### config.mk
export PLATFORM = sky130hd
export DESIGN_NAME = cpcc_queue
export DESIGN_NICKNAME = d
export VERILOG_FILES = /design/src/cpcc_pkg.sv /design/src/cpcc_queue.sv
export SDC_FILE = /design/constraint.sdc
export NUM_CORES = 1
export LEC_CHECK = 0
export ABC_AREA = 1
export CAP_MARGIN = 20
export CORE_MARGIN = 2
export CORE_UTILIZATION = 45
export CTS_CLUSTER_DIAMETER = 50
export DETAILED_ROUTE_END_ITERATION = 16
export DONT_BUFFER_PORTS = 1
export MAX_ROUTING_LAYER = met4
export PLACE_DENSITY = 0.56
export SLEW_MARGIN = 15
export SYNTH_ARGS = -nofsm -noshare
export SYNTH_HDL_FRONTEND = slang
export SYNTH_SLANG_ARGS = --single-unit
### constraint.sdc
create_clock -name clock -period 4.9 [get_ports clock]
set_clock_uncertainty 0.05 [all_clocks]
set_input_delay 0.49 -clock clock [delete_from_list [all_inputs] [get_ports clock]]
set_output_delay 0.49 -clock clock [all_outputs]
set_load 0.03 [all_outputs]
### src/cpcc_pkg.sv
// ----------------------------------------------------------------------------
// cpcc_pkg: shared types and constants of the color pair contrast checker
// Payload structs, fixed-point widths, luminance weights and the sRGB
// linearization lookup built at elaboration.
// ----------------------------------------------------------------------------
package cpcc_pkg;

   // Fixed-point formats
   localparam int LUMA_FRAC_BITS  = 16;
   localparam int RATIO_FRAC_BITS = 8;
   localparam int COLOR_W         = 8;
   localparam int LUMA_W          = LUMA_FRAC_BITS + 1;
   localparam int RATIO_W         = 13;
   localparam int CFG_W           = 13;
   localparam int LUT_DEPTH       = 2 ** COLOR_W;

   localparam logic [CFG_W-1:0]   MIN_CONTRAST_RESET = 13'd1152;
   localparam logic [RATIO_W-1:0] RATIO_MAX          = '1;
   localparam logic [RATIO_W-1:0] RATIO_ONE          = RATIO_W'(2 ** RATIO_FRAC_BITS);

   // Luminance weights in units of 1/10000
   localparam int WEIGHT_W   = 13;
   localparam int LUMA_SCALE = 10000;
   localparam logic [2:0][WEIGHT_W-1:0] CHANNEL_WEIGHT = {13'd722, 13'd7152, 13'd2126};

   localparam int PROD_W = LUMA_W + WEIGHT_W;
   localparam int ACC_W  = PROD_W + 2;
   localparam int SUM_W  = 30;
   localparam logic [SUM_W-1:0] SUM_ROUND = SUM_W'(LUMA_SCALE / 2);

   // Floor division by the weight scale through a reciprocal multiply
   localparam int RECIP_SHIFT  = 43;
   localparam int RECIP_W      = 30;
   localparam int RECIP_PROD_W = SUM_W + RECIP_W;
   localparam logic [63:0] RECIP_WIDE =
      ((64'd1 << RECIP_SHIFT) + 64'(LUMA_SCALE - 1)) / 64'(LUMA_SCALE);
   localparam logic [RECIP_W-1:0] RECIP_MULT = RECIP_WIDE[RECIP_W-1:0];

   // The 0.05 flare offset
   localparam logic [LUMA_W-1:0] LUMA_OFFSET =
      LUMA_W'(((5 * (2 ** LUMA_FRAC_BITS)) + 50) / 100);

   // Ratio divider geometry
   localparam int QUOT_W     = 14;
   localparam int DIVIDEND_W = LUMA_W + RATIO_FRAC_BITS + 1;
   localparam int TRIAL_W    = LUMA_W + QUOT_W;

   // Linearization constants
   localparam int SEG_LIMIT   = 10;
   localparam int SEG_MUL     = 20;
   localparam int SEG_ROUND   = 32946;
   localparam int SEG_DIV     = 65892;
   localparam int GAMMA_SCALE = 1000;
   localparam int GAMMA_BIAS  = 14025;
   localparam int GAMMA_DIV   = 269025;
   localparam int CODE_MAX    = 255;

   typedef struct packed {
      logic [COLOR_W-1:0] text_red;
      logic [COLOR_W-1:0] text_green;
      logic [COLOR_W-1:0] text_blue;
      logic [COLOR_W-1:0] back_red;
      logic [COLOR_W-1:0] back_green;
      logic [COLOR_W-1:0] back_blue;
   } req_payload_type;

   typedef struct packed {
      logic [RATIO_W-1:0] contrast_ratio;
      logic               accessible;
      logic [LUMA_W-1:0]  text_luminance;
      logic [LUMA_W-1:0]  back_luminance;
   } rsp_payload_type;

   // One classified request between front end and divider
   typedef struct packed {
      logic [LUMA_W-1:0] text_luma;
      logic [LUMA_W-1:0] back_luma;
      logic [LUMA_W-1:0] bright;
      logic [LUMA_W-1:0] dark;
   } luma_pair_type;

   typedef struct packed {
      logic full;
      logic empty;
   } queue_status_type;

   typedef logic [LUT_DEPTH-1:0][LUMA_W-1:0] lin_lut_type;

   // Truncating Q0.32 product
   function automatic logic [63:0] qmul32(input logic [31:0] a, input logic [31:0] b);
      logic [63:0] prod;
      prod = 64'(a) * 64'(b);
      return prod >> 32;
   endfunction

   function automatic logic [31:0] pow5_q32(input logic [31:0] w);
      logic [63:0] p2;
      logic [63:0] p4;
      logic [63:0] p5;
      p2 = qmul32(w, w);
      p4 = qmul32(p2[31:0], p2[31:0]);
      p5 = qmul32(p4[31:0], w);
      return p5[31:0];
   endfunction

   // One sRGB code to linear light: linear toe, else the 2.4 power
   function automatic logic [LUMA_W-1:0] lin_entry(input int code);
      logic [63:0] one;
      logic [63:0] num;
      logic [63:0] t;
      logic [63:0] u;
      logic [63:0] x;
      logic [31:0] w;
      logic [31:0] cand;
      one = 64'd1 << LUMA_FRAC_BITS;
      if (code <= SEG_LIMIT) begin
         return LUMA_W'((64'(code) * one * 64'(SEG_MUL) + 64'(SEG_ROUND)) / 64'(SEG_DIV));
      end
      if (code >= CODE_MAX) begin
         return LUMA_W'(one);
      end
      num = (64'(code) * 64'(GAMMA_SCALE) + 64'(GAMMA_BIAS)) << 32;
      t   = num / 64'(GAMMA_DIV);
      u   = qmul32(t[31:0], t[31:0]);
      w   = '0;
      // Fifth root by bit-wise search: u^(1/5) gives the extra 0.4 power
      for (int bit_idx = 31; bit_idx >= 0; bit_idx--) begin
         cand = w | (32'd1 << bit_idx);
         if (pow5_q32(cand) <= u[31:0]) begin
            w = cand;
         end
      end
      x = qmul32(u[31:0], w) + (64'd1 << (31 - LUMA_FRAC_BITS));
      return LUMA_W'(x >> (32 - LUMA_FRAC_BITS));
   endfunction

   function automatic lin_lut_type build_lin_lut();
      lin_lut_type lut;
      for (int code = 0; code < LUT_DEPTH; code++) begin
         lut[code] = lin_entry(code);
      end
      return lut;
   endfunction

   localparam lin_lut_type LIN_LUT = build_lin_lut();

endpackage

### src/cpcc_queue.sv
// ----------------------------------------------------------------------------
// cpcc_queue: request queue between front end and divider
// Small circular buffer of classified luminance pairs.
// ----------------------------------------------------------------------------
module cpcc_queue
   import cpcc_pkg::*;
#(
   parameter int DEPTH = 4
) (
   input  logic             clock,
   input  logic             reset,
   input  logic             push,
   input  luma_pair_type    push_data,
   input  logic             pop,
   output luma_pair_type    pop_data,
   output queue_status_type status
);

   localparam int PTR_W = (DEPTH > 1) ? $clog2(DEPTH) : 1;
   localparam int CNT_W = $clog2(DEPTH + 1);

   luma_pair_type    slot_ff [DEPTH];
   logic [PTR_W-1:0] wr_ptr_ff;
   logic [PTR_W-1:0] wr_ptr_in;
   logic [PTR_W-1:0] rd_ptr_ff;
   logic [PTR_W-1:0] rd_ptr_in;
   logic [CNT_W-1:0] count_ff;
   logic [CNT_W-1:0] count_in;
   logic             do_push;
   logic             do_pop;

   assign status.full  = (count_ff == CNT_W'(DEPTH));
   assign status.empty = (count_ff == '0);
   assign do_push      = push & !status.full;
   assign do_pop       = pop & !status.empty;
   assign pop_data     = slot_ff[rd_ptr_ff];

   // Advance pointers with wrap and track fill
   always_comb begin
      wr_ptr_in = wr_ptr_ff;
      rd_ptr_in = rd_ptr_ff;
      if (do_push) begin
         wr_ptr_in = (wr_ptr_ff == PTR_W'(DEPTH - 1)) ? '0 : wr_ptr_ff + 1'b1;
      end
      if (do_pop) begin
         rd_ptr_in = (rd_ptr_ff == PTR_W'(DEPTH - 1)) ? '0 : rd_ptr_ff + 1'b1;
      end
      unique case ({do_push, do_pop})
         2'b10:   count_in = count_ff + 1'b1;
         2'b01:   count_in = count_ff - 1'b1;
         default: count_in = count_ff;
      endcase
   end

   always_ff @(posedge clock) begin
      if (reset) begin
         wr_ptr_ff <= '0;
         rd_ptr_ff <= '0;
         count_ff  <= '0;
      end else begin
         wr_ptr_ff <= wr_ptr_in;
         rd_ptr_ff <= rd_ptr_in;
         count_ff  <= count_in;
      end
   end

   // Store the pushed request
   always_ff @(posedge clock) begin
      if (do_push) begin
         slot_ff[wr_ptr_ff] <= push_data;
      end
   end

endmodule

==> flow_metrics.tcl, run 1 <==
set metrics [dict create \
    clock_sinks 281 \
    drtAntennaViolNets 0 \
    gp_congestion 0.7521 \
    slew_violations 0 \
    fin_crit_sh_pct 71.66 \
    grt_usage_pct 18.55 \
    rows 56 \
    drv_cap 0 \
    die_y_um 157.2 \
    drive_gt1_share_pct 7.213 \
    dr.pass1.iters 5 \
    die_w_um 157.2 \
    max_slew_margin_pct 34.19 \
    cts_tree "built" \
    end_kind "output pin" \
    finalHoldViolCount 0 \
    postSynthCellCount 728 \
    min_to "wr_ptr_ff[1]$_SDFFE_PP0P_" \
    vias 6163 \
    cts_buffers 30 \
    start_util_pct 45.42 \
    drc 0 \
    mostFrequentLayoutCells "272 x edfxtp_1, 145 x nor2_1, 133 x o21ai_0, 68 x o22ai_1, 68 x dlygate4sd3_1" \
    hp-class "in -> reg" \
    clock_path_buffers 3 \
    avgRoutedWirePerCell_um 20.01 \
    grt_pass1_vias 6358 \
    wl_um 22770 \
    min_path_cells 2 \
    synth_cell_types 22 \
    layout_commonest_cell "edfxtp_1" \
    timing.rr.start "count_ff[1]$_SDFFE_PP0P_" \
    nets 875 \
    clk_root_buffer_cell "clkbuf_16" \
    worstPathRequired_ns 4.36 \
    r2r_cells 6 \
    fill_cells 1939 \
    grt_pass1_wl_um 33960 \
    finalSetupViolations 0 \
    leakage_nw 4.140 \
    portBuffers 0 \
    htree_levels 1 \
    setup_ws_ns 1.389 \
    worst_pin_slew_ns 0.9872 \
    synth_area_um2 10570 \
    ir_worst_vdd_mv 0.3786 \
    dp_hpwl_um 12400 \
    areaGrowthSynthToFinish_pct 18.25 \
    r2r_end "slot_ff[0][9]$_DFFE_PP_" \
    r2r_slack_ns 2.53 \
    status "completed" \
    core_area_um2 23260 \
    insertion_delay_ns 0.53 \
    rsz0062_at_grt "false" \
    fin_crit_ns 3.511 \
    grt-ovfl-total 0 \
    startpoint_type "flip-flop" \
    yosysSeqAreaShare_pct 79.01 \
    finalSetupTns_ns 0 \
    avgSynthCellArea_um2 14.51 \
    cp.arrival_ns 2.97 \
    power_per_cell_area_nw_per_um2 567.1 \
    yosysWarnings 0 \
    hp-start "push" \
    place_ws_ns 1.880 \
    viasPerCell 5.416 \
    max_freq_ghz 0.2848 \
    pin_count 142 \
    path_class "reg -> out" \
    ys_ff_latch 281 \
    worstPathMaxFanout 75 \
    postLayoutCoreUtil_pct 53.71 \
    post_cts_buffers 0 \
    clk_pin_slew_ns 0.06 \
    die_area_um2 24720 \
    grt_max_degree 137 \
    drtIter0Drc 335 \
    syn_nets 807 \
    antenna_found_initial 0 \
]
==> cell families (layout without fill, tap and decap cells) <==
family,count (synthesis),after routing,share of synthesized area [%]
adder cells (fa/ha/maj),7,7,0.9000
other,0,1,0
AO/OA/AOI/OAI,211,211,10.80
flip-flops,281,281,79.01
AND/OR/NAND/NOR,167,167,6.075
buffers and inverters,62,152,3.209
==> how the worst max path moves through the flow <==
stage | from | to | slack (ns) | depth (start not counted)
2_1_floorplan | push | slot_ff[0][0]$_DFFE_PP_ | 0.88 | 2
3_3_place_gp | flip-flop | pop_data[49] | 1.94 | 3
3_5_place_dp | flip-flop | pop_data[59] | 1.88 | 3
4_1_cts | flip-flop | pop_data[59] | 1.30 | 3
5_1_grt | flip-flop | pop_data[49] | 1.12 | 3
6_report | flip-flop | pop_data[59] | 1.39 | 3
==> power breakdown <==
part	internal, mW	total (mW)	switching [mW]
Clock	1.26	2.13	0.871
Combinational	0.374	1.96	1.59
Sequential	2.89	3.00	0.107
Total	4.52	7.08	2.57
==> cells in the mapped netlist <==
| master | number | share of area, % |
|---|---|---|
| nand4_1 | 1 | 0.059 |
| inv_2 | 1 | 0.035 |
| buf_6 | 9 | 0.96 |
| nand3b_1 | 2 | 0.14 |
| o22ai_1 | 68 | 4.0 |
| clkbuf_4 | 2 | 0.14 |
| inv_1 | 17 | 0.60 |
| inv_6 | 1 | 0.083 |
| nand2_1 | 12 | 0.43 |
| fa_1 | 1 | 0.19 |
| o21ai_1 | 5 | 0.24 |
| ha_1 | 6 | 0.71 |
| dfxtp_1 | 9 | 1.7 |
| clkbuf_1 | 11 | 0.39 |
| a21oi_1 | 5 | 0.24 |
| o21ai_0 | 133 | 6.3 |
| edfxtp_1 | 272 | 77 |
| buf_2 | 12 | 0.57 |
| nor2_1 | 149 | 5.3 |
| or2_2 | 1 | 0.059 |
| nand3_1 | 2 | 0.095 |
| clkbuf_2 | 9 | 0.43 |
==> layer usage <==
layer	GRT usage (%)	vias to the layer above	part of all wire [%]	wire (um)
met1	21.97	3083	41	9343
met2	31.40	180	49	11190
met4	4.892	0	1.9	433
met3	5.176	38	7.9	1796
met5	-	-	0	0
li1	-	2862	-	-
==> repair_timing <==
item,CTS,global route
resized for setup,0,0
hold buffers,68,0
hold endpoints to repair,272,0
==> worst max-delay path: stages, from the launching register on <==
cell	delay [ns]
dfxtp_4	0.78
buf_4	0.73
o21ai_0	0.20
o22ai_1	0.70
==> area by class of cell <==
type	instances	area (um2)	area share [%]
flip-flops and latches	281	8353	66.86
clock buffers	36	794.5	6.360
multi-input cells	385	1908	15.27
clock inverters	18	146.4	1.172
inverters	19	76.32	0.6109
diodes	1	2.502	0.02003
repair buffers	79	813.3	6.510
well taps	319	399.1	3.195
==> through the flow <==
step	instances	hold WS, ns	instance area, um2	total power, mW
after global placement	1013	0.4524	10830	4.909
after floorplan	728	0.4327	10570	4.617
after global routing	1137	0.04645	12490	7.423
after detailed placement	1015	0.4689	10870	4.978
after CTS	1137	0.04906	12490	7.168
final	1138	0.08431	12490	7.085
==> sequential cells by signal, summed over array words and instances (netlist names), named ones only <==
name / flops
slot_ff: 272
count_ff: 3
rd_ptr_ff: 2
wr_ptr_ff: 2
(Power assumes the default switching activity.)
==> run 2: changes to the inputs <==
--- a/config.mk
+++ b/config.mk
@@ -5,7 +5,7 @@
 export SDC_FILE = /design/constraint.sdc
 export NUM_CORES = 1
 export LEC_CHECK = 0
-export ABC_AREA = 1
+export ABC_AREA = 0
 export CAP_MARGIN = 20
 export CORE_MARGIN = 2
 export CORE_UTILIZATION = 45
@@ -13,7 +13,7 @@
 export DETAILED_ROUTE_END_ITERATION = 16
 export DONT_BUFFER_PORTS = 1
 export MAX_ROUTING_LAYER = met4
-export PLACE_DENSITY = 0.56
+export PLACE_DENSITY = 0.58
 export SLEW_MARGIN = 15
 export SYNTH_ARGS = -nofsm -noshare
 export SYNTH_HDL_FRONTEND = slang
==> constraint.sdc (replaced) <==
create_clock -name clock -period 3.11 [get_ports clock]
set_clock_uncertainty 0.05 [all_clocks]
set_input_delay 0.311 -clock clock [delete_from_list [all_inputs] [get_ports clock]]
set_output_delay 0.311 -clock clock [all_outputs]
set_load 0.03 [all_outputs]
==> flow_metrics.tcl, run 2 <==
set metrics [dict create \
    dr.pass1.iters 4 \
    wl_um 17860 \
    slowest_stage "mux4_2" \
    timing.rr.start "count_ff[2]$_SDFFE_PP0P_" \
    r2r_cells 9 \
    pin_count 142 \
    yosysTopAreaCellShare_pct 79.30 \
    layout_commonest_cell "edfxtp_1" \
    place_inst 685 \
    worstPathRequired_ns 2.75 \
    clock_sinks 281 \
    cts_tree "built" \
    dp_hpwl_um 10080 \
    cts_buffers 29 \
    fin_crit_ns 2.636 \
    async_reset_ff_share_pct 0 \
    slew_violations 0 \
    die_area_um2 24120 \
    end_kind "output pin" \
    drtIter0Drc 273 \
    synth_cell_types 25 \
    layout.cells.non_filler 807 \
    ir_worst_vdd_mv 0.4474 \
    synth_top_area_cell "edfxtp_1" \
    r2r_end "count_ff[2]$_SDFFE_PP0P_" \
    status "completed" \
    finalSetupViolations 0 \
    path_class "reg -> out" \
    grt_max_degree 39 \
    insertion_delay_ns 0.52 \
    reg_top3 "slot_ff: 272 flops, count_ff: 3 flops" \
    gp_congestion 0.6872 \
    post_cts_buffers 0 \
    largest_register_ffs 272 \
    grt-ovfl-total 0 \
    finalSetupTns_ns 0 \
    synth_area_um2 10300 \
    nets 580 \
    avgSynthCellArea_um2 25.12 \
    avgRoutedWirePerCell_um 22.13 \
    rows 55 \
    hp-class "in -> reg" \
    core_area_um2 22570 \
    worstPathMaxFanout 20 \
    postCtsHoldBufs 70 \
    clock_path_buffers 3 \
    fill_cells 1710 \
    startpoint_type "flip-flop" \
    vias 4353 \
    antenna_found_initial 1 \
    drtAntennaViolNets 0 \
    multiInputGateArea_um2 1822 \
    finalHoldViolCount 0 \
    setup_ws_ns 0.4740 \
    worst_pin_slew_ns 0.9155 \
    power_per_cell_area_nw_per_um2 836.7 \
    synth_top_flop_cell "edfxtp_1" \
    fin_crit_sh_pct 84.76 \
    die_y_um 155.3 \
    portBuffers 0 \
    place_ws_ns 0.5260 \
    die_w_um 155.3 \
    crit_chain "buf_4 > mux4_2" \
    crit_path_max_incr_delay_ns 0.69 \
    htree_levels 1 \
    yosysWarnings 0 \
    ctsResizeCount 0 \
    synth_edf_count 272 \
    ys_ff_latch 281 \
    grt_pass1_vias 4766 \
    synthTopCellsByCount "272 x edfxtp_1, 68 x mux4_2, 9 x dfxtp_1, 8 x buf_2, 8 x inv_1" \
    drv_cap 0 \
    r2r_slack_ns 0.52 \
    max_freq_ghz 0.3794 \
    max_slew_margin_pct 38.50 \
    leakage_nw 3.901 \
    min_path_cells 3 \
    grt_pass1_wl_um 27430 \
    hp-start "pop" \
    postLayoutCoreUtil_pct 54.77 \
    areaGrowthSynthToFinish_pct 20.03 \
    syn_nets 489 \
    postSynthCellCount 410 \
    yosysSeqAreaShare_pct 81.05 \
    drc 0 \
    mostFrequentLayoutCells "272 x edfxtp_1, 70 x dlygate4sd3_1, 68 x mux4_2, 29 x clkbuf_16, 9 x clkinv_1" \
    ff_latch_area_um2 8356 \
    cp_num_buf_inv 1 \
    grt_usage_pct 15.43 \
    viasPerCell 5.394 \
    synth_most_common_cell "edfxtp_1" \
    regMostFlops "slot_ff" \
    cp_top_family "multiplexers" \
    drive_gt1_share_pct 23.99 \
    rsz0062_at_grt "false" \
    start_util_pct 45.63 \
    cp.arrival_ns 2.28 \
    clk_root_buffer_cell "clkbuf_16" \
    clk_pin_slew_ns 0.06 \
    synth.area.top_cells "edfxtp_1 79%, mux4_2 15%, dfxtp_1 1.7%" \
]
run 2: cell count changes in the layout (fill, tap and decap cells not counted), moves of 5 or more:
| cell | previous run | this run |
|---|---|---|
| o21ai_0 | 133 | 1 |
| nor2_1 | 145 | 4 |
| o22ai_1 | 68 | 0 |
| buf_4 | 7 | 2 |
| o21ai_1 | 5 | 0 |
| inv_1 | 17 | 8 |
| mux4_2 | 0 | 68 |
| nand2_1 | 12 | 1 |
run 2: worst reg2reg max path, cell delays in order, from the launching register on:
cell and delay, ns:
dfxtp_1 0.37, or3b_1 0.50, and2_4 0.22, inv_1 0.05, ha_1 0.18, inv_1 0.06, fa_1 0.38, xor2_1 0.15
or3_2 0.41, a21oi_1 0.14
run 2: metal layers:
metal	global-route usage, %	up-vias	share of wire [%]	routed length, um
li1	-	1936	-	-
met1	19.22	2268	41	7371
met2	25.86	123	51	9133
met3	3.760	26	5.7	1021
met4	3.713	0	1.9	337
met5	-	-	0	0
run 2: worst max path at each step:
| stage | depth (start not counted) | endpoint |
|---|---|---|
| 2_1_floorplan | 10 | count_ff[2]$_SDFFE_PP0P_ |
| 3_3_place_gp | 9 | count_ff[2]$_SDFFE_PP0P_ |
| 3_5_place_dp | 9 | count_ff[2]$_SDFFE_PP0P_ |
| 4_1_cts | 2 | pop_data[57] |
| 5_1_grt | 2 | pop_data[49] |
| 6_report | 2 | pop_data[49] |
run 2: metrics by stage:
stage / instance area (um2) / hold slack, ns / power [mW]
2_1_floorplan: 10300 / 0.3599 / 6.565
4_1_cts: 12360 / 0.02631 / 10.50
5_1_grt: 12360 / 0.09827 / 10.76
3_3_place_gp: 10700 / 0.3317 / 6.898
6_report: 12360 / 0.05300 / 10.34
3_5_place_dp: 10700 / 0.3366 / 6.939
run 2: cells by family after synthesis:
group	share of synthesized area [%]
flops	81.05
mux	14.97
buf+inv	1.409
simple gates	0.9719
compound gates	0.5102
fa+ha+maj	0.9232
xor+xnor	0.1701
run 2: area by class of cell:
| class | count | area share [%] |
|---|---|---|
| clock inverters | 20 | 1.842 |
| repair buffers | 78 | 6.760 |
| clock buffers | 31 | 5.931 |
| well taps | 285 | 2.884 |
| diodes | 1 | 0.02024 |
| flip-flops and latches | 281 | 67.58 |
| inverters | 8 | 0.2429 |
| multi-input cells | 103 | 14.74 |
run 2: power breakdown:
part / switching [mW] / internal, mW / total (mW)
Clock: 1.34 / 2.11 / 3.44
Sequential: 0.169 / 4.54 / 4.71
Combinational: 1.44 / 0.753 / 2.19
Total: 2.94 / 7.40 / 10.3
