<file path="src/cpcc_pkg.sv">
// ----------------------------------------------------------------------------
// cpcc_pkg: shared types and constants of the color pair contrast checker
// Payload structs, fixed-point widths, luminance weights and the sRGB
// linearization lookup built at elaboration.
// ----------------------------------------------------------------------------
package cpcc_pkg;

   // Fixed-point formats
   localparam int LUMA_FRAC_BITS  = 16;
   localparam int RATIO_FRAC_BITS = 8;
   localparam int COLOR_W         = 8;
   localparam int LUMA_W          = LUMA_FRAC_BITS + 1;
   localparam int RATIO_W         = 13;
   localparam int CFG_W           = 13;
   localparam int LUT_DEPTH       = 2 ** COLOR_W;

   localparam logic [CFG_W-1:0]   MIN_CONTRAST_RESET = 13'd1152;
   localparam logic [RATIO_W-1:0] RATIO_MAX          = '1;
   localparam logic [RATIO_W-1:0] RATIO_ONE          = RATIO_W'(2 ** RATIO_FRAC_BITS);

   // Luminance weights in units of 1/10000
   localparam int WEIGHT_W   = 13;
   localparam int LUMA_SCALE = 10000;
   localparam logic [2:0][WEIGHT_W-1:0] CHANNEL_WEIGHT = {13'd722, 13'd7152, 13'd2126};

   localparam int PROD_W = LUMA_W + WEIGHT_W;
   localparam int ACC_W  = PROD_W + 2;
   localparam int SUM_W  = 30;
   localparam logic [SUM_W-1:0] SUM_ROUND = SUM_W'(LUMA_SCALE / 2);

   // Floor division by the weight scale through a reciprocal multiply
   localparam int RECIP_SHIFT  = 43;
   localparam int RECIP_W      = 30;
   localparam int RECIP_PROD_W = SUM_W + RECIP_W;
   localparam logic [63:0] RECIP_WIDE =
      ((64'd1 << RECIP_SHIFT) + 64'(LUMA_SCALE - 1)) / 64'(LUMA_SCALE);
   localparam logic [RECIP_W-1:0] RECIP_MULT = RECIP_WIDE[RECIP_W-1:0];

   // The 0.05 flare offset
   localparam logic [LUMA_W-1:0] LUMA_OFFSET =
      LUMA_W'(((5 * (2 ** LUMA_FRAC_BITS)) + 50) / 100);

   // Ratio divider geometry
   localparam int QUOT_W     = 14;
   localparam int DIVIDEND_W = LUMA_W + RATIO_FRAC_BITS + 1;
   localparam int TRIAL_W    = LUMA_W + QUOT_W;

   // Linearization constants
   localparam int SEG_LIMIT   = 10;
   localparam int SEG_MUL     = 20;
   localparam int SEG_ROUND   = 32946;
   localparam int SEG_DIV     = 65892;
   localparam int GAMMA_SCALE = 1000;
   localparam int GAMMA_BIAS  = 14025;
   localparam int GAMMA_DIV   = 269025;
   localparam int CODE_MAX    = 255;

   typedef struct packed {
      logic [COLOR_W-1:0] text_red;
      logic [COLOR_W-1:0] text_green;
      logic [COLOR_W-1:0] text_blue;
      logic [COLOR_W-1:0] back_red;
      logic [COLOR_W-1:0] back_green;
      logic [COLOR_W-1:0] back_blue;
   } req_payload_type;

   typedef struct packed {
      logic [RATIO_W-1:0] contrast_ratio;
      logic               accessible;
      logic [LUMA_W-1:0]  text_luminance;
      logic [LUMA_W-1:0]  back_luminance;
   } rsp_payload_type;

   // One classified request between front end and divider
   typedef struct packed {
      logic [LUMA_W-1:0] text_luma;
      logic [LUMA_W-1:0] back_luma;
      logic [LUMA_W-1:0] bright;
      logic [LUMA_W-1:0] dark;
   } luma_pair_type;

   typedef struct packed {
      logic full;
      logic empty;
   } queue_status_type;

   typedef logic [LUT_DEPTH-1:0][LUMA_W-1:0] lin_lut_type;

   // Truncating Q0.32 product
   function automatic logic [63:0] qmul32(input logic [31:0] a, input logic [31:0] b);
      logic [63:0] prod;
      prod = 64'(a) * 64'(b);
      return prod >> 32;
   endfunction

   function automatic logic [31:0] pow5_q32(input logic [31:0] w);
      logic [63:0] p2;
      logic [63:0] p4;
      logic [63:0] p5;
      p2 = qmul32(w, w);
      p4 = qmul32(p2[31:0], p2[31:0]);
      p5 = qmul32(p4[31:0], w);
      return p5[31:0];
   endfunction

   // One sRGB code to linear light: linear toe, else the 2.4 power
   function automatic logic [LUMA_W-1:0] lin_entry(input int code);
      logic [63:0] one;
      logic [63:0] num;
      logic [63:0] t;
      logic [63:0] u;
      logic [63:0] x;
      logic [31:0] w;
      logic [31:0] cand;
      one = 64'd1 << LUMA_FRAC_BITS;
      if (code <= SEG_LIMIT) begin
         return LUMA_W'((64'(code) * one * 64'(SEG_MUL) + 64'(SEG_ROUND)) / 64'(SEG_DIV));
      end
      if (code >= CODE_MAX) begin
         return LUMA_W'(one);
      end
      num = (64'(code) * 64'(GAMMA_SCALE) + 64'(GAMMA_BIAS)) << 32;
      t   = num / 64'(GAMMA_DIV);
      u   = qmul32(t[31:0], t[31:0]);
      w   = '0;
      // Fifth root by bit-wise search: u^(1/5) gives the extra 0.4 power
      for (int bit_idx = 31; bit_idx >= 0; bit_idx--) begin
         cand = w | (32'd1 << bit_idx);
         if (pow5_q32(cand) <= u[31:0]) begin
            w = cand;
         end
      end
      x = qmul32(u[31:0], w) + (64'd1 << (31 - LUMA_FRAC_BITS));
      return LUMA_W'(x >> (32 - LUMA_FRAC_BITS));
   endfunction

   function automatic lin_lut_type build_lin_lut();
      lin_lut_type lut;
      for (int code = 0; code < LUT_DEPTH; code++) begin
         lut[code] = lin_entry(code);
      end
      return lut;
   endfunction

   localparam lin_lut_type LIN_LUT = build_lin_lut();

endpackage

</file>
<file path="src/cpcc_divider.sv">
// ----------------------------------------------------------------------------
// cpcc_divider: pipelined ratio divider
// Restoring division of the brighter value, scaled by the ratio fraction
// plus one rounding bit, by the darker value; one quotient bit per stage.
// ----------------------------------------------------------------------------
module cpcc_divider
   import cpcc_pkg::*;
(
   input  logic              clock,
   input  logic              reset,
   input  logic              in_valid,
   input  luma_pair_type     in_data,
   output logic              out_valid,
   output logic [QUOT_W-1:0] out_quot,
   output logic [LUMA_W-1:0] out_text_luma,
   output logic [LUMA_W-1:0] out_back_luma
);

   logic                  valid_ff [QUOT_W];
   logic [DIVIDEND_W-1:0] rem_ff   [QUOT_W];
   logic [LUMA_W-1:0]     div_ff   [QUOT_W];
   logic [QUOT_W-1:0]     quot_ff  [QUOT_W];
   logic [LUMA_W-1:0]     text_ff  [QUOT_W];
   logic [LUMA_W-1:0]     back_ff  [QUOT_W];

   for (genvar k = 0; k < QUOT_W; k++) begin : g_stage
      localparam int BIT = QUOT_W - 1 - k;

      logic                  prev_valid;
      logic [DIVIDEND_W-1:0] prev_rem;
      logic [LUMA_W-1:0]     prev_div;
      logic [QUOT_W-1:0]     prev_quot;
      logic [LUMA_W-1:0]     prev_text;
      logic [LUMA_W-1:0]     prev_back;
      logic [TRIAL_W-1:0]    trial;
      logic [QUOT_W-1:0]     quot_next;

      if (k == 0) begin : g_first
         assign prev_valid = in_valid;
         assign prev_rem   = {in_data.bright, {(RATIO_FRAC_BITS + 1){1'b0}}};
         assign prev_div   = in_data.dark;
         assign prev_quot  = '0;
         assign prev_text  = in_data.text_luma;
         assign prev_back  = in_data.back_luma;
      end else begin : g_next
         assign prev_valid = valid_ff[k-1];
         assign prev_rem   = rem_ff[k-1];
         assign prev_div   = div_ff[k-1];
         assign prev_quot  = quot_ff[k-1];
         assign prev_text  = text_ff[k-1];
         assign prev_back  = back_ff[k-1];
      end

      // Try subtracting the shifted divisor; keep it when non-negative
      assign trial = TRIAL_W'(prev_rem) - (TRIAL_W'(prev_div) << BIT);

      always_comb begin
         quot_next      = prev_quot;
         quot_next[BIT] = !trial[TRIAL_W-1];
      end

      always_ff @(posedge clock) begin
         if (reset) begin
            valid_ff[k] <= 1'b0;
         end else begin
            valid_ff[k] <= prev_valid;
         end
      end

      always_ff @(posedge clock) begin
         rem_ff[k]  <= trial[TRIAL_W-1] ? prev_rem : trial[DIVIDEND_W-1:0];
         div_ff[k]  <= prev_div;
         quot_ff[k] <= quot_next;
         text_ff[k] <= prev_text;
         back_ff[k] <= prev_back;
      end
   end

   assign out_valid     = valid_ff[QUOT_W-1];
   assign out_quot      = quot_ff[QUOT_W-1];
   assign out_text_luma = text_ff[QUOT_W-1];
   assign out_back_luma = back_ff[QUOT_W-1];

endmodule
</file>
<file path="config.mk">
export PLATFORM = sky130hd
export DESIGN_NAME = cpcc_divider
export DESIGN_NICKNAME = d
export VERILOG_FILES = /design/src/cpcc_pkg.sv /design/src/cpcc_divider.sv
export SDC_FILE = /design/constraint.sdc
export NUM_CORES = 1
export LEC_CHECK = 0
export BUFFER_PORTS_ARGS = -buffer_cell sky130_fd_sc_hd__buf_2
export CELL_PAD_IN_SITES_DETAIL_PLACEMENT = 0
export CELL_PAD_IN_SITES_GLOBAL_PLACEMENT = 2
export CORE_UTILIZATION = 30
export CTS_BUF_LIST = sky130_fd_sc_hd__clkbuf_8
export DETAILED_ROUTE_END_ITERATION = 8
export GPL_ROUTABILITY_DRIVEN = 0
export PLACE_DENSITY_LB_ADDON = 0.1
export SLEW_MARGIN = 20
export SYNTH_ARGS = -nofsm -noshare
export SYNTH_HDL_FRONTEND = slang
export SYNTH_SLANG_ARGS = --single-unit
</file>
<file path="constraint.sdc">
create_clock -name clock -period 3.6 [get_ports clock]
set_input_delay 0.36 -clock clock [delete_from_list [all_inputs] [get_ports clock]]
set_output_delay 0.36 -clock clock [all_outputs]
set_load 0.005 [all_outputs]
</file>
==> summary.txt, run 1 <==
STA
  – RSZ-0062 raised after global routing: false
  – Relative slew margins: 0.478
  – Final worst setup slack: 216 ps
  – Fin crit period: 3380 ps
  – Setup Viol. Count Final: 0
  – Worst-Margin Slew: 783 ps
  – Max Freq: 0.296 GHz
  – Final Hold Vio Count: 0
  – Period utilization: 0.940
  – Worst hold margin: 151 ps
  – Final Max Tran Viols: 0
  – Clock Skew: 47.4 ps

Yosys
  – EDFF count, synth: 0
  – Post-Syn Area per Cell: 11.4 um2
  – Synth Warn #: 0
  – Sequential element share of the synthesized area: 0.605
  – Distinct cells, synth: 84
  – Syn Nets: 3422
  – Async set or reset register ratio after synthesis: 0
  – Synth Cell Area: 0.0355 mm2
  – Synth Register Bits: 1073
  – Mapped Cells: 3119
  – Dominant synthesized flop cell: dfxtp_1

Setup path
  – Worst-path cell chain: inv_1 -> ha_1 -> nor2b_1 -> o21a_1 -> o21ai_1 -> a21oi_1 -> o2111ai_1 -> nor4_4 -> buf_4 -> nor2_2 -> inv_2 -> mux2_2
  – CP endpoint kind: flip-flop
  – Critical Path Start Type: flip-flop
  – Buf+Inv Stages, Crit Path: 3
  – CP max stage cell: nor4_4
  – Crit path arrival time: 4070 ps
  – Worst Setup SP: div_ff[0][18]
  – Crit path required time: 4280 ps
  – WS Path Type: flip-flop to flip-flop
  – Delay of the slowest critical-path stage: 550 ps
  – Cell family with most CP delay: compound AO/OA/AOI/OAI gates
  – Critical R2R Launch: div_ff[0][18]
  – Critical path fanouts, max: 14

Layout
  – Leading cell type in the layout, fill and taps excluded: dfxtp_1
  – FF+latch area: 0.0215 mm2
  – Commonest non-fill, non-tap cells in the layout: dfxtp_1 (1073), inv_1 (320), clkbuf_8 (238)
  – Core Util, Final: 0.364
  – Area Growth Syn to Fin: 19.7%
  – Layout cell share with drive strength beyond 1: 0.156
  – Final nets: 3766
  – Filler cells: 11500
  – Area occupied by multi-input gates: 0.0127 mm2
  – Post-route cell area: 0.0425 mm2

Route
  – Drt wl/cell: 12.7 um
  – Starting DRT DRC Count: 678
  – TritonRoute pass-1 iters: 5
  – Antenna Nets Post-Route: 0
  – Drt total wl: 65100 um
  – Vias: 21900
  – Vias per inst: 4.27
  – DRC: 0

Global routing
  – First-pass GRT wire length: 108000 um
  – Largest net degree at the start of global routing: 29
  – Total track usage: 0.109
  – Vias in the first global route: 23100
  – Initial antenna violation count: 1
  – Gr ovfl total: 0

Floorplanning
  – I/O Pins: 120
  – Core ar.: 0.117 mm2
  – Die X: 346 um
  – Die ar.: 0.120 mm2
  – Core Rows: 125
  – Chip height: 346 um
  – Initial core utilization: 0.304

Power
  – NetSw: 0.0113 W
  – P_leak: 18.9 nW
  – Internal: 0.0249 W
  – Seq pwr share: 0.410
  – Switching Share: 0.312
  – Peak VDD IR: 366 uV
  – Clock power share: 0.303
  – PD cells: 853 mW/mm2
  – Logic gate share of total power: 0.287

Clocking
  – CTS tree: done
  – Skew-Pair Late Insertion Delay: 840 ps
  – Setup repair bufs after CTS: 0
  – Num CTS Buffers: 184
  – CTS clock-pin slew for the worst setup and hold paths: 60 ps
  – Clk sinks: 1073
  – Root buffer cell: clkbuf_8
  – # H-tree levels: 4
  – Maximum buffer depth of the clock tree: 3

Min path
  – Hold Path Class: input pin to flip-flop
  – Worst hold path startpoint: in_data[55]

Place
  – Hpwl dp: 47100 um
  – IO buf count: 119
  – Area post-placement: 0.0379 mm2
  – Worst slack at placement: -101 ps

Run
  – Maxcap violations: 0

Outcome
  – Status: finished clean
==> worst paths after layout <==
check	to	slack, ps	cells after the start
max	rem_ff[0][70]	220	12
min	text_ff[0][4]	150	2
max reg2reg	rem_ff[0][70]	220	12
min reg2reg	text_ff[1][36]	310	0
==> per-stage QoR <==
step / setup TNS [ps] / std cells / total power, W
CTS: 0 / 5127 / 0.0370
floorplan: 0 / 3119 / 0.0229
detailed placement: -1030 / 4730 / 0.0255
global placement: -6310 / 4730 / 0.0254
global route: 0 / 5128 / 0.0390
finish: 0 / 5128 / 0.0362
==> timing repair <==
| item | 4_1_cts | 5_1_grt |
|---|---|---|
| hold endpoints to repair | 82 | 0 |
| hold buffers | 71 | 0 |
| setup endpoints to repair | 11 | 0 |
| gates resized for setup | 2 | 0 |
==> logic make-up after synthesis <==
family / Yosys count / synth area share
DFF: 1073 / 0.605
and+or+nand+nor: 606 / 0.0846
AOI/OAI and AO/OA: 578 / 0.104
buffers and inverters: 324 / 0.0371
adders and majority gates: 232 / 0.0845
xor gates and xnor gates: 173 / 0.0427
muxes: 133 / 0.0417
==> flip-flops by register name, indices dropped and copies added (netlist names) <==
signal    cells
rem_ff      257
text_ff     238
div_ff      221
back_ff     238
quot_ff     105
valid_ff     14
==> layer usage <==
metal  GRT usage  wire length, um
met1       0.104            25300
met2       0.207            34000
met3      0.0297             2800
met4      0.0678             2940
met5           0                0
==> power groups by stage <==
| stage | combinational (W) | sequential [W] | clock (W) |
|---|---|---|---|
| detailed placement | 0.0104 | 0.0151 | 0 |
| floorplan | 0.00818 | 0.0148 | 0 |
| global route | 0.0117 | 0.0151 | 0.0122 |
| finish | 0.0104 | 0.0149 | 0.0110 |
| global placement | 0.0102 | 0.0152 | 0 |
| CTS | 0.0105 | 0.0149 | 0.0116 |
==> cells in the mapped netlist (all sizes together) (10+ instances only) <==
| cell | number | area [um2] |
|---|---|---|
| mux2 | 118 | 1330 |
| a21o | 53 | 398 |
| nor2 | 167 | 629 |
| nor2b | 56 | 350 |
| a31oi | 19 | 119 |
| or3 | 25 | 156 |
| inv | 267 | 1000 |
| nand2 | 138 | 518 |
| o21bai | 12 | 90.1 |
| o21a | 43 | 323 |
| clkbuf | 22 | 82.6 |
| o31ai | 18 | 140 |
| a211oi | 26 | 213 |
| mux2i | 15 | 150 |
| nor4 | 13 | 87.6 |
| dfxtp | 1073 | 21500 |
| o21ai | 141 | 709 |
| and2 | 17 | 106 |
| a21oi | 174 | 878 |
| xnor2 | 96 | 841 |
| ha | 219 | 2740 |
| nor3 | 58 | 290 |
| nor3b | 10 | 80.1 |
| and3 | 12 | 75.1 |
| buf | 35 | 231 |
| nand2b | 40 | 250 |
| o211ai | 15 | 113 |
| xor2 | 77 | 674 |
| nand3 | 34 | 170 |
| fa | 13 | 260 |
==> cell type report <==
class | count | area share
diodes | 1 | 0.0000589
clock buffers | 238 | 0.0771
clock inverters | 88 | 0.0135
inverters | 267 | 0.0236
multi-input cells | 1722 | 0.300
flip-flops and latches | 1073 | 0.505
well taps | 1524 | 0.0449
repair buffers | 215 | 0.0357
Note: power is estimated with default switching activity, not from simulation.
==> inputs of run 2 (changes only) <==
CORE_UTILIZATION = 40   (was 30)
==> summary.txt, run 2 (synthesis gave the netlist of run 1 again) <==
Floorplanning
  – Chip height: 300 um
  – Die ar.: 0.0900 mm2
  – Core ar.: 0.0873 mm2
  – Initial core utilization: 0.407
  – Die X: 300 um
  – Core Rows: 108
  – I/O Pins: 120

Route
  – Vias per inst: 4.61
  – Drt wl/cell: 12.8 um
  – TritonRoute pass-1 iters: 5
  – Antenna Nets Post-Route: 0
  – DRC: 0
  – Drt total wl: 60900 um
  – Vias: 21900
  – Starting DRT DRC Count: 581

Setup path
  – CP endpoint kind: flip-flop
  – Worst Setup SP: div_ff[0][18]
  – WS Path Type: flip-flop to flip-flop
  – Delay of the slowest critical-path stage: 460 ps
  – Reg2Reg Setup Slack: 260 ps
  – Crit path arrival time: 4040 ps
  – Instance count on the critical path: 12
  – CP max stage cell: o2111ai_1
  – Crit path required time: 4300 ps
  – Worst-case reg-to-reg path depth: 12
  – Buf+Inv Stages, Crit Path: 3
  – Critical R2R Launch: div_ff[0][18]
  – Cell family with most CP delay: compound AO/OA/AOI/OAI gates
  – Critical path fanouts, max: 14
  – Worst R2R End: rem_ff[0][69]
  – Worst-path cell chain: inv_1 -> ha_1 -> nor2b_1 -> o21a_1 -> o21ai_1 -> a21oi_1 -> o2111ai_1 -> nor4_2 -> buf_4 -> nor2_1 -> inv_2 -> mux2_2
  – Crit path to: rem_ff[0][69]
  – Critical Path Start Type: flip-flop

STA
  – Relative slew margins: 0.470
  – Final Max Tran Viols: 0
  – Clock Skew: 29.3 ps
  – Worst-Margin Slew: 794 ps
  – Final worst setup slack: 257 ps
  – Final Hold Vio Count: 0
  – Fin crit period: 3340 ps
  – RSZ-0062 raised after global routing: false
  – Max Freq: 0.299 GHz
  – Setup Viol. Count Final: 0
  – Period utilization: 0.928

Layout
  – Final nets: 3749
  – Area Growth Syn to Fin: 17.2%
  – Core Util, Final: 0.476
  – FF+latch area: 0.0215 mm2
  – Commonest non-fill, non-tap cells in the layout: dfxtp_1 (1073), inv_1 (336), ha_1 (219)
  – Biggest register: rem_ff
  – Layout cell share with drive strength beyond 1: 0.148
  – Area occupied by multi-input gates: 0.0127 mm2
  – Filler cells: 8054
  – Largest register FFs: 257
  – Post-route cell area: 0.0416 mm2
  – Largest regs: rem_ff (257), back_ff (238), text_ff (238)
  – Leading cell type in the layout, fill and taps excluded: dfxtp_1

Clocking
  – Skew-Pair Late Insertion Delay: 830 ps
  – Root buffer cell: clkbuf_8
  – Maximum buffer depth of the clock tree: 3
  – Num CTS Buffers: 173
  – Clk sinks: 1073
  – # H-tree levels: 4
  – CTS clock-pin slew for the worst setup and hold paths: 60 ps
  – CTS tree: done
  – Setup repair bufs after CTS: 0

Power
  – P_leak: 18.7 nW
  – PD cells: 843 mW/mm2
  – Total Power: 0.0351 W
  – Peak VDD IR: 399 uV

Global routing
  – Vias in the first global route: 22900
  – Gr ovfl total: 0
  – Total track usage: 0.139
  – Initial antenna violation count: 1
  – First-pass GRT wire length: 103000 um
  – Largest net degree at the start of global routing: 31

Outcome
  – Status: finished clean

Place
  – Hpwl dp: 44100 um
  – IO buf count: 119
  – Worst slack at placement: -119 ps
  – Area post-placement: 0.0374 mm2

Min path
  – Hold Path Class: input pin to flip-flop

Run
  – Maxcap violations: 0
[run 2: changes by cell type in the layout (fill, tap and decap cells not counted), moves of 2 or more]
cell | before | now
clkbuf_8 | 238 | 209
inv_1 | 320 | 336
clkinv_2 | 15 | 22
buf_4 | 23 | 18
bufinv_16 | 3 | 0
inv_6 | 4 | 1
clkinv_8 | 3 | 1
inv_16 | 0 | 2
inv_8 | 1 | 3
[run 2: worst min-delay path by stage]
stage / start / end / slack [ps] / cells after the start
after detailed placement: quot_ff[3][27] / quot_ff[4][13] / 310 / 0
final: in_data[53] / text_ff[0][2] / 160 / 2
after global routing: in_data[51] / text_ff[0][0] / 90 / 2
after floorplan: back_ff[0][83] / back_ff[0][100] / 310 / 0
after CTS: in_data[59] / text_ff[0][8] / 30 / 2
after global placement: back_ff[0][23] / back_ff[0][40] / 310 / 0
[run 2: layout make-up]
| type | count | area share |
|---|---|---|
| multi-input combinational | 1722 | 0.306 |
| clock inverter | 108 | 0.0144 |
| tap | 1155 | 0.0347 |
| clock buffer | 209 | 0.0692 |
| inverter | 267 | 0.0241 |
| timing repair buffer | 209 | 0.0351 |
| sequential | 1073 | 0.516 |
| antenna | 1 | 0.0000602 |
[run 2: layer usage]
metal  vias to the layer above  GRT usage  part of all wire
li1                      11200          -                 -
met1                     10100      0.133              0.39
met2                       345      0.265              0.53
met3                       152     0.0340             0.037
met4                         0     0.0842             0.042
met5                         -          0                 0
[run 2: through the flow]
stage,hold slack [ps],instances,TNS [ps]
CTS,29.0,4743,0
global route,85.8,4744,0
detailed placement,312,4355,-1140
finish,160,4744,0
global placement,309,4355,-867
floorplan,310,3119,0
[run 2: repair_timing]
item | in CTS | in global routing
gates resized for setup | 1 | 0
hold buffers | 71 | 0
endpoints found under the hold margin | 82 | 0
setup endpoints to repair | 11 | 0
[run 2: worst register-to-register path: stages (launching register included)]
cell and delay, ps:
dfxtp_1 330, inv_1 70, ha_1 260, nor2b_1 130, o21a_1 180, o21ai_1 180, a21oi_1 170, o2111ai_1 460
nor4_2 150, buf_4 180, nor2_1 460, inv_2 300, mux2_2 360
[run 2: where the power goes]
part           leakage [nW]  switching, W  internal [W]
clock                  2.06       0.00467       0.00535
sequential             9.03      0.000951        0.0139
combinational          7.65       0.00536       0.00484
total                  18.7        0.0110        0.0241
